## config.mk

```make
export PLATFORM = sky130hd
export DESIGN_NAME = indexed_list_insert_remove_core
export DESIGN_NICKNAME = d
export VERILOG_FILES = /design/src/design/ilir_pkg.sv /design/src/design/indexed_list_insert_remove_core.sv /design/src/design/ilir_cell.sv
export SDC_FILE = /design/constraint.sdc
export NUM_CORES = 2
export LEC_CHECK = 0
export ABC_AREA = 0
export CAP_MARGIN = 20
export CORE_UTILIZATION = 45
export DETAILED_ROUTE_END_ITERATION = 8
export DONT_BUFFER_PORTS = 1
export GPL_ROUTABILITY_DRIVEN = 0
export HOLD_SLACK_MARGIN = 0.15
export SLEW_MARGIN = 20
export SYNTH_ARGS = -nofsm -noshare
export SYNTH_HDL_FRONTEND = slang
export SYNTH_HIERARCHICAL = 1
export SYNTH_SLANG_ARGS = --single-unit
export TNS_END_PERCENT = 5
```

## constraint.sdc

```tcl
create_clock -name clk_i -period 24.2 [get_ports clk_i]
set_clock_uncertainty 0.1 [all_clocks]
set_input_delay 2.42 -clock clk_i [delete_from_list [all_inputs] [get_ports clk_i]]
set_output_delay 2.42 -clock clk_i [all_outputs]
set_load 0.02 [all_outputs]
```

## src/design/ilir_pkg.sv

```systemverilog
// Package for the indexed list core: payload structs, request and status codes,
// and the control word broadcast to the storage cells. No dependencies.

package ilir_pkg;

  localparam int CAPACITY_DEF = 16;
  localparam int WORD_W       = 32;
  localparam int POS_W        = 8;
  // wide enough for any count, position or capacity compare
  localparam int EXT_W        = 9;

  localparam logic [2:0] REQ_APPEND = 3'd0;
  localparam logic [2:0] REQ_INSERT = 3'd1;
  localparam logic [2:0] REQ_REMOVE = 3'd2;
  localparam logic [2:0] REQ_WRITE  = 3'd3;
  localparam logic [2:0] REQ_READ   = 3'd4;
  localparam logic [2:0] REQ_CLEAR  = 3'd5;

  localparam logic [1:0] ST_DONE  = 2'd0;
  localparam logic [1:0] ST_RANGE = 2'd1;
  localparam logic [1:0] ST_FULL  = 2'd2;

  typedef struct packed {
    logic [2:0]               req_type;
    logic [POS_W-1:0]         position;
    logic signed [WORD_W-1:0] element_value;
    logic [7:0]               remove_count;
  } req_t;

  typedef struct packed {
    logic signed [WORD_W-1:0] read_word;
    logic [4:0]               length_now;
    logic                     is_empty;
    logic [1:0]               status;
  } res_t;

  typedef enum logic [1:0] {
    OP_HOLD,
    OP_LOAD,
    OP_INSERT,
    OP_SHIFT
  } cell_op_e;

  typedef struct packed {
    cell_op_e          op;
    logic [POS_W-1:0]  pos;
    logic [WORD_W-1:0] data;
  } cell_ctrl_t;

endpackage

```

## src/design/indexed_list_insert_remove_core.sv

```systemverilog
// Top level of the indexed list core: request decode, length counter, removal
// sequencer and the chain of storage cells. Uses ilir_pkg and ilir_cell.
//
//  channel  | ports                      | handshake
//  ---------+----------------------------+----------------------------------
//  request  | start, busy, req_i         | transfer when start && !busy
//  result   | res_valid_o, res_o         | one-cycle strobe, always taken
//
// Every request gives its result in the cycle after the transfer. Append, insert,
// write, read and clear leave busy low, so a new request may follow at once.
// A removal of k entries (after cutting at the end) shifts the cell chain down
// one slot a cycle and holds busy high until all k shift steps are done.
// Reset clears the length and the sequencer; slot contents are not reset.

module indexed_list_insert_remove_core #(
  parameter int CAPACITY = ilir_pkg::CAPACITY_DEF
) (
  input  logic           clk_i,
  input  logic           rst_ni,
  input  logic           start,
  output logic           busy,
  input  ilir_pkg::req_t req_i,
  output logic           res_valid_o,
  output ilir_pkg::res_t res_o
);

  localparam int CNT_W = $clog2(CAPACITY + 1);
  localparam int EXT_W = ilir_pkg::EXT_W;
  localparam int WORD_W = ilir_pkg::WORD_W;

  typedef enum logic [1:0] {
    S_IDLE  = 2'b01,
    S_SHIFT = 2'b10
  } state_e;

  state_e     state_q, state_d;
  logic [CNT_W-1:0] count_q, count_d;
  logic [CNT_W-1:0] rem_q, rem_d;
  logic [ilir_pkg::POS_W-1:0] shpos_q, shpos_d;
  logic       res_valid_q;
  ilir_pkg::res_t res_q, res_d;

  ilir_pkg::cell_ctrl_t ctrl;
  logic [WORD_W-1:0] words    [CAPACITY];
  logic [WORD_W-1:0] rd_words [CAPACITY];
  logic [WORD_W-1:0] rd_bus;

  logic             take;
  logic [EXT_W-1:0] cnt_x, pos_x, rc_x, avail, k_x, cap_x;
  logic             full;

  assign take  = start && !busy;
  assign busy  = (state_q == S_SHIFT);
  assign cnt_x = EXT_W'(count_q);
  assign pos_x = EXT_W'(req_i.position);
  assign rc_x  = EXT_W'(req_i.remove_count);
  assign cap_x = EXT_W'(CAPACITY);
  assign full  = (cnt_x >= cap_x);
  assign avail = cnt_x - pos_x;
  assign k_x   = (rc_x > avail) ? avail : rc_x;

  always_comb begin
    rd_bus = '0;
    for (int i = 0; i < CAPACITY; i++) begin
      rd_bus = rd_bus | rd_words[i];
    end
  end

  always_comb begin
    state_d   = state_q;
    count_d   = count_q;
    rem_d     = rem_q;
    shpos_d   = shpos_q;
    ctrl.op   = ilir_pkg::OP_HOLD;
    ctrl.pos  = req_i.position;
    ctrl.data = req_i.element_value;
    res_d.read_word = '0;
    res_d.status    = ilir_pkg::ST_DONE;

    if (state_q == S_SHIFT) begin
      // advance the removal one slot
      ctrl.op  = ilir_pkg::OP_SHIFT;
      ctrl.pos = shpos_q;
      rem_d    = rem_q - CNT_W'(1);
      if (rem_q == CNT_W'(1)) state_d = S_IDLE;
    end else if (take) begin
      case (req_i.req_type)
        ilir_pkg::REQ_APPEND: begin
          if (full) begin
            res_d.status = ilir_pkg::ST_FULL;
          end else begin
            ctrl.op  = ilir_pkg::OP_LOAD;
            ctrl.pos = ilir_pkg::POS_W'(count_q);
            count_d  = count_q + CNT_W'(1);
          end
        end
        ilir_pkg::REQ_INSERT: begin
          if (pos_x > cnt_x) begin
            res_d.status = ilir_pkg::ST_RANGE;
          end else if (full) begin
            res_d.status = ilir_pkg::ST_FULL;
          end else begin
            ctrl.op = ilir_pkg::OP_INSERT;
            count_d = count_q + CNT_W'(1);
          end
        end
        ilir_pkg::REQ_REMOVE: begin
          if (pos_x >= cnt_x || req_i.remove_count == '0) begin
            res_d.status = ilir_pkg::ST_RANGE;
          end else begin
            count_d = CNT_W'(cnt_x - k_x);
            rem_d   = CNT_W'(k_x);
            shpos_d = req_i.position;
            state_d = S_SHIFT;
          end
        end
        ilir_pkg::REQ_WRITE: begin
          if (pos_x >= cap_x) res_d.status = ilir_pkg::ST_RANGE;
          else ctrl.op = ilir_pkg::OP_LOAD;
        end
        ilir_pkg::REQ_READ: begin
          if (pos_x >= cnt_x) res_d.status = ilir_pkg::ST_RANGE;
          else res_d.read_word = rd_bus;
        end
        ilir_pkg::REQ_CLEAR: begin
          count_d = '0;
        end
        default: res_d.status = ilir_pkg::ST_RANGE;
      endcase
    end

    res_d.length_now = 5'(EXT_W'(count_d));
    res_d.is_empty   = (count_d == '0);
  end

  for (genvar g = 0; g < CAPACITY; g++) begin : g_cell
    logic [WORD_W-1:0] lower, upper;
    if (g == 0) begin : g_lo_end
      assign lower = words[g];
    end else begin : g_lo
      assign lower = words[g-1];
    end
    if (g == CAPACITY - 1) begin : g_up_end
      assign upper = words[g];
    end else begin : g_up
      assign upper = words[g+1];
    end
    ilir_cell #(
      .IDX(g)
    ) u_cell (
      .clk_i    (clk_i),
      .ctrl_i   (ctrl),
      .lower_i  (lower),
      .upper_i  (upper),
      .word_o   (words[g]),
      .rd_word_o(rd_words[g])
    );
  end

  always_ff @(posedge clk_i or negedge rst_ni) begin
    if (!rst_ni) begin
      state_q     <= S_IDLE;
      count_q     <= '0;
      rem_q       <= '0;
      res_valid_q <= 1'b0;
    end else begin
      state_q     <= state_d;
      count_q     <= count_d;
      rem_q       <= rem_d;
      res_valid_q <= take;
    end
  end

  always_ff @(posedge clk_i) begin
    shpos_q <= shpos_d;
    if (take) res_q <= res_d;
  end

  assign res_valid_o = res_valid_q;
  assign res_o       = res_q;

  a_result_follows: assert property (@(posedge clk_i) disable iff (!rst_ni)
    take |=> res_valid_o) else $error("transfer without result");

  a_no_spurious: assert property (@(posedge clk_i) disable iff (!rst_ni)
    !take |=> !res_valid_o) else $error("result without transfer");

  a_count_bound: assert property (@(posedge clk_i) disable iff (!rst_ni)
    EXT_W'(count_q) <= EXT_W'(CAPACITY)) else $error("length past capacity");

  a_shift_pending: assert property (@(posedge clk_i) disable iff (!rst_ni)
    busy |-> rem_q != '0) else $error("shift with no steps left");

endmodule

```

## src/design/ilir_cell.sv

```systemverilog
// One slot of the list: a word register that loads, takes its lower neighbor
// on insert, or takes its upper neighbor on a shift-down step. Uses ilir_pkg.

module ilir_cell #(
  parameter int IDX = 0
) (
  input  logic                           clk_i,
  input  ilir_pkg::cell_ctrl_t           ctrl_i,
  input  logic [ilir_pkg::WORD_W-1:0]    lower_i,
  input  logic [ilir_pkg::WORD_W-1:0]    upper_i,
  output logic [ilir_pkg::WORD_W-1:0]    word_o,
  output logic [ilir_pkg::WORD_W-1:0]    rd_word_o
);

  localparam logic [ilir_pkg::POS_W-1:0] IdxPos = ilir_pkg::POS_W'(IDX);

  logic [ilir_pkg::WORD_W-1:0] word_q, word_d;

  always_comb begin
    word_d = word_q;
    case (ctrl_i.op)
      ilir_pkg::OP_LOAD: begin
        if (ctrl_i.pos == IdxPos) word_d = ctrl_i.data;
      end
      ilir_pkg::OP_INSERT: begin
        if (IdxPos > ctrl_i.pos) word_d = lower_i;
        else if (IdxPos == ctrl_i.pos) word_d = ctrl_i.data;
      end
      ilir_pkg::OP_SHIFT: begin
        if (IdxPos >= ctrl_i.pos) word_d = upper_i;
      end
      default: word_d = word_q;
    endcase
  end

  always_ff @(posedge clk_i) begin
    word_q <= word_d;
  end

  assign word_o    = word_q;
  // gate onto the read bus only when addressed
  assign rd_word_o = (ctrl_i.pos == IdxPos) ? word_q : '0;

endmodule
```

==> results_tabular.tex <==
\begin{tabular}{lr}
\hline
Metric & Value \\
\hline
\multicolumn{2}{l}{\textbf{Status}} \\
Outcome & completed \\
\multicolumn{2}{l}{\textbf{Cells and area}} \\
Area occupied by multi-input gates & 20300 µm² \\
Layout-stage area growth over the synthesis result & 6.98\% \\
Filler cell count in the final layout & 8072 \\
Sequential cell area in the final layout & 17100 µm² \\
Post-Layout Cell Count & 4961 \\
Layout cell share with drive strength beyond 1 & 13.1\% \\
Antenna diode count & 0 \\
Layout Nets & 3833 \\
\multicolumn{2}{l}{\textbf{Power and ir drop}} \\
Switching share of total power & 27.7\% \\
IR drop worst, VDD & 0.0741 mV \\
Power density over the cells & 59.9 nW/µm² \\
Psw & 0.000701 W \\
Reg power frac & 44.8\% \\
Clock share of power & 41.6\% \\
Internal Power & 0.00183 W \\
Static Leakage & 13.7 nW \\
Combinational cell fraction of total power & 13.6\% \\
\multicolumn{2}{l}{\textbf{Routing}} \\
Average wire length per cell after detail routing & 30.7 µm \\
Post-DRT Antenna Nets & 0 \\
First-iteration detailed-routing DRC count & 4568 \\
Average via count per standard cell & 7.15 \\
First-pass detailed-route iteration total & 6 \\
Remaining design rule violation count & 0 \\
Total wire length & 153 mm \\
Overall via count from detail\_route & 35.5k \\
\multicolumn{2}{l}{\textbf{Flow run}} \\
Max-cap violations & 0 \\
\multicolumn{2}{l}{\textbf{Yosys}} \\
Parity-gate share of the synthesized area counting xor and xnor cells & 0.155\% \\
Synth warn & 6 \\
Net count after synthesis & 4080 \\
Leading post-synthesis cells by instance count & edfxtp\_1, and2\_1, clkbuf\_1 \\
Top flip-flop cell by instance count after synthesis & edfxtp\_1 \\
Yosys top cell by area & edfxtp\_1 \\
Multiplexer fraction of the synthesized cell area & 2.25\% \\
Number of synthesized flops with an enable pin & 560 \\
Share of synthesized registers carrying an async set or reset & 2.27\% \\
Register area share after synthesis & 43.4\% \\
Post-synthesis adder-cell area fraction & 0.792\% \\
Dominant combinational cell family by area after synthesis & simple AND/OR/NAND/NOR gates \\
Simple-gate area share of the yosys netlist & 26.3\% \\
Flip-flop and latch count after synthesis & 573 \\
Synthesized area per cell & 9.87 µm² \\
Post-Synthesis Cell Area & 39500 µm² \\
Number of cells produced by synthesis & 4003 \\
Post-synth cell types & 93 \\
Area share of the largest cell type after synthesis & 42.6\% \\
Biggest area contributors in the synthesized netlist & edfxtp\_1, and2\_1, a31oi\_1, nand4\_1, nor2b\_1 \\
Share of the synthesized area in compound gates (AO/OA/AOI/OAI) & 21.0\% \\
Most numerous cell in the Yosys netlist & edfxtp\_1 \\
\multicolumn{2}{l}{\textbf{Clock network}} \\
Hold-fix buffers at CTS & 0 \\
H-tree level count & 3 \\
Number of setup buffers added after CTS & 0 \\
Number of buffers on the longest clock path & 3 \\
Clock tree from TritonCTS & yes \\
Quantity of gates resized following cts & 0 \\
Worst-Skew Late Latency & 630 ps \\
Clock buffer count from CTS & 69 \\
Clock tree sinks & 573 \\
Clock slew at the register clock pins of the worst setup and hold paths & 60 ps \\
Cell at the root of the clock tree & clkbuf\_16 \\
\multicolumn{2}{l}{\textbf{Timing}} \\
Worst slew margin relative to its limit & 27.8\% \\
Worst-Margin Slew & 1080 ps \\
Minimum period implied by the final worst setup slack & 6990 ps \\
Final setup violation count & 0 \\
Final Max Tran Viols & 0 \\
Setup\_tns & 0 ps \\
Post-route fraction of the period consumed by the critical path & 28.9\% \\
FMAX & 143 MHz \\
Final hold violation count & 0 \\
Crit path setup slack, layout & 17210 ps \\
RSZ-0062 raised after global routing & no \\
\multicolumn{2}{l}{\textbf{Floorplanning}} \\
Die X & 298 µm \\
Total core area & 86900 µm² \\
Total die area & 89000 µm² \\
Cell Rows & 108 \\
Top-level I/O count & 96 \\
Floorplan die height & 298 µm \\
Starting density of the core & 45.5\% \\
\multicolumn{2}{l}{\textbf{Setup path}} \\
Arrival time of data at the critical path endpoint & 7340 ps \\
Critical Path End Type & flip-flop \\
Maximum fanout encountered on the critical timing path & 6 \\
Critical setup path kind & input pin to flip-flop \\
Required time of the critical path & 24540 ps \\
Critical Path Source Type & input pin \\
\multicolumn{2}{l}{\textbf{Worst hold path}} \\
Path category of the worst min-delay check & flip-flop to flip-flop \\
\multicolumn{2}{l}{\textbf{Global routing}} \\
Largest net degree at the start of global routing & 167 \\
Vias in the first global route & 33.6k \\
Global-route total usage across every layer & 33.1\% \\
First-pass GRT wire length & 226 mm \\
Initial antenna violation count & 5 \\
Total grt overflow & 0 \\
\multicolumn{2}{l}{\textbf{Placement}} \\
HPWL reported at the end of detailed placement & 95.7 mm \\
Setup slack at placement & 16640 ps \\
Port buffer count & 0 \\
Cell Count Post-Placement & 4838 \\
\hline
\end{tabular}
## layout make-up
cell class / count / share of cell area (%)
sequential: 573 / 40.6
inverter: 91 / 0.808
clock inverter: 37 / 0.826
timing repair buffer: 101 / 1.99
clock buffer: 84 / 4.32
tap: 1155 / 3.42
multi-input combinational: 2920 / 48.1
## critical path, stage by stage
cell,delay [ps]
inv_1,20
ha_1,290
nor2b_1,140
o31ai_1,370
nand2b_1,100
a21oi_1,270
nand2b_1,220
nand2_1,80
ha_1,320
nand3_1,130
nor2_1,80
a2111oi_2,550
nor3_4,140
mux2i_1,200
ha_1,250
fa_1,400
inv_1,120
nand2_1,80
a221oi_2,230
a311o_1,210
xor2_1,80
a221o_1,400
nor4b_2,240
## cells by family after synthesis
| kind of cell | count (synthesis) |
|---|---|
| AO/OA/AOI/OAI | 1069 |
| XOR/XNOR | 7 |
| adder cells (fa/ha/maj) | 24 |
| buffers and inverters | 510 |
| flip-flops | 573 |
| multiplexers | 70 |
| AND/OR/NAND/NOR | 1750 |
## layout by cell type (no fill, tap or decap), types with 33 or more instances in the layout
cell,instances
nand2b_1,44
edfxtp_1,560
a31oi_1,199
a21oi_1,59
and3_1,130
nor3_1,39
o211ai_1,128
o311ai_0,61
and2_1,421
nand3_1,43
o41ai_1,64
nor4_1,164
nor2_1,127
clkbuf_16,71
o211ai_2,34
nor2b_1,163
or2_2,97
a2bb2oi_1,64
inv_1,88
nand3b_1,33
nand4_1,195
o22ai_1,100
buf_4,94
nand2_1,205
o221a_1,91
a211oi_1,130
## power by group through the flow
stage / logic (W) / clock network [W] / registers, W
after floorplan: 0.000248 / 0 / 0.00115
final: 0.000344 / 0.00105 / 0.00113
after detailed placement: 0.000333 / 0 / 0.00115
after global routing: 0.000371 / 0.00109 / 0.00114
after CTS: 0.000333 / 0.00107 / 0.00113
after global placement: 0.000326 / 0 / 0.00115
## metal layers
layer	track usage (%)	wire length (µm)
met2	50.8	68800
met4	16.9	7960
met5	0	13
met3	5.37	14400
met1	45.2	61400
## through the flow
step / utilization (%) / hold WS (ps) / area (µm²) / total power, W
3_5_place_dp: 46.1 / 430 / 40100 / 0.00149
3_3_place_gp: 46.1 / 419 / 40000 / 0.00148
2_1_floorplan: - / 391 / 39500 / 0.00140
6_report: 48.6 / 442 / 42300 / 0.00253
4_1_cts: 48.6 / 439 / 42200 / 0.00253
5_1_grt: 48.6 / 486 / 42300 / 0.00260
## flip-flops by register name, indices dropped and copies added, names as in the netlist
| name | count |
|---|---|
| state_q | 2 |
| g_cell.u_cell/word_o | 512 |
| rem_q | 5 |
| count_q | 5 |
| shpos_q | 8 |
| res_o | 40 |
| res_valid_o | 1 |
## path summary, 6_finish.rpt
check	start	to	slack [ps]	depth (start not counted)
worst min register to register	rem_q[0]$_DFFE_PN0P_	rem_q[0]$_DFFE_PN0P_	440	1
worst max-delay path	req_i[41]	res_o[2]$_DFFE_PP_	17210	23
worst max register to register	state_q[0]$_DFFE_PN1P_	res_o[19]$_SDFFCE_PP0P_	18190	15
min in group asynchronous	rst_ni	count_q[0]$_DFF_PN0_	1380	0
worst min-delay path	rem_q[0]$_DFFE_PN0P_	rem_q[0]$_DFFE_PN0P_	440	1
max in group asynchronous	rst_ni	state_q[0]$_DFFE_PN1P_	22450	0
(Power assumes the default switching activity.)
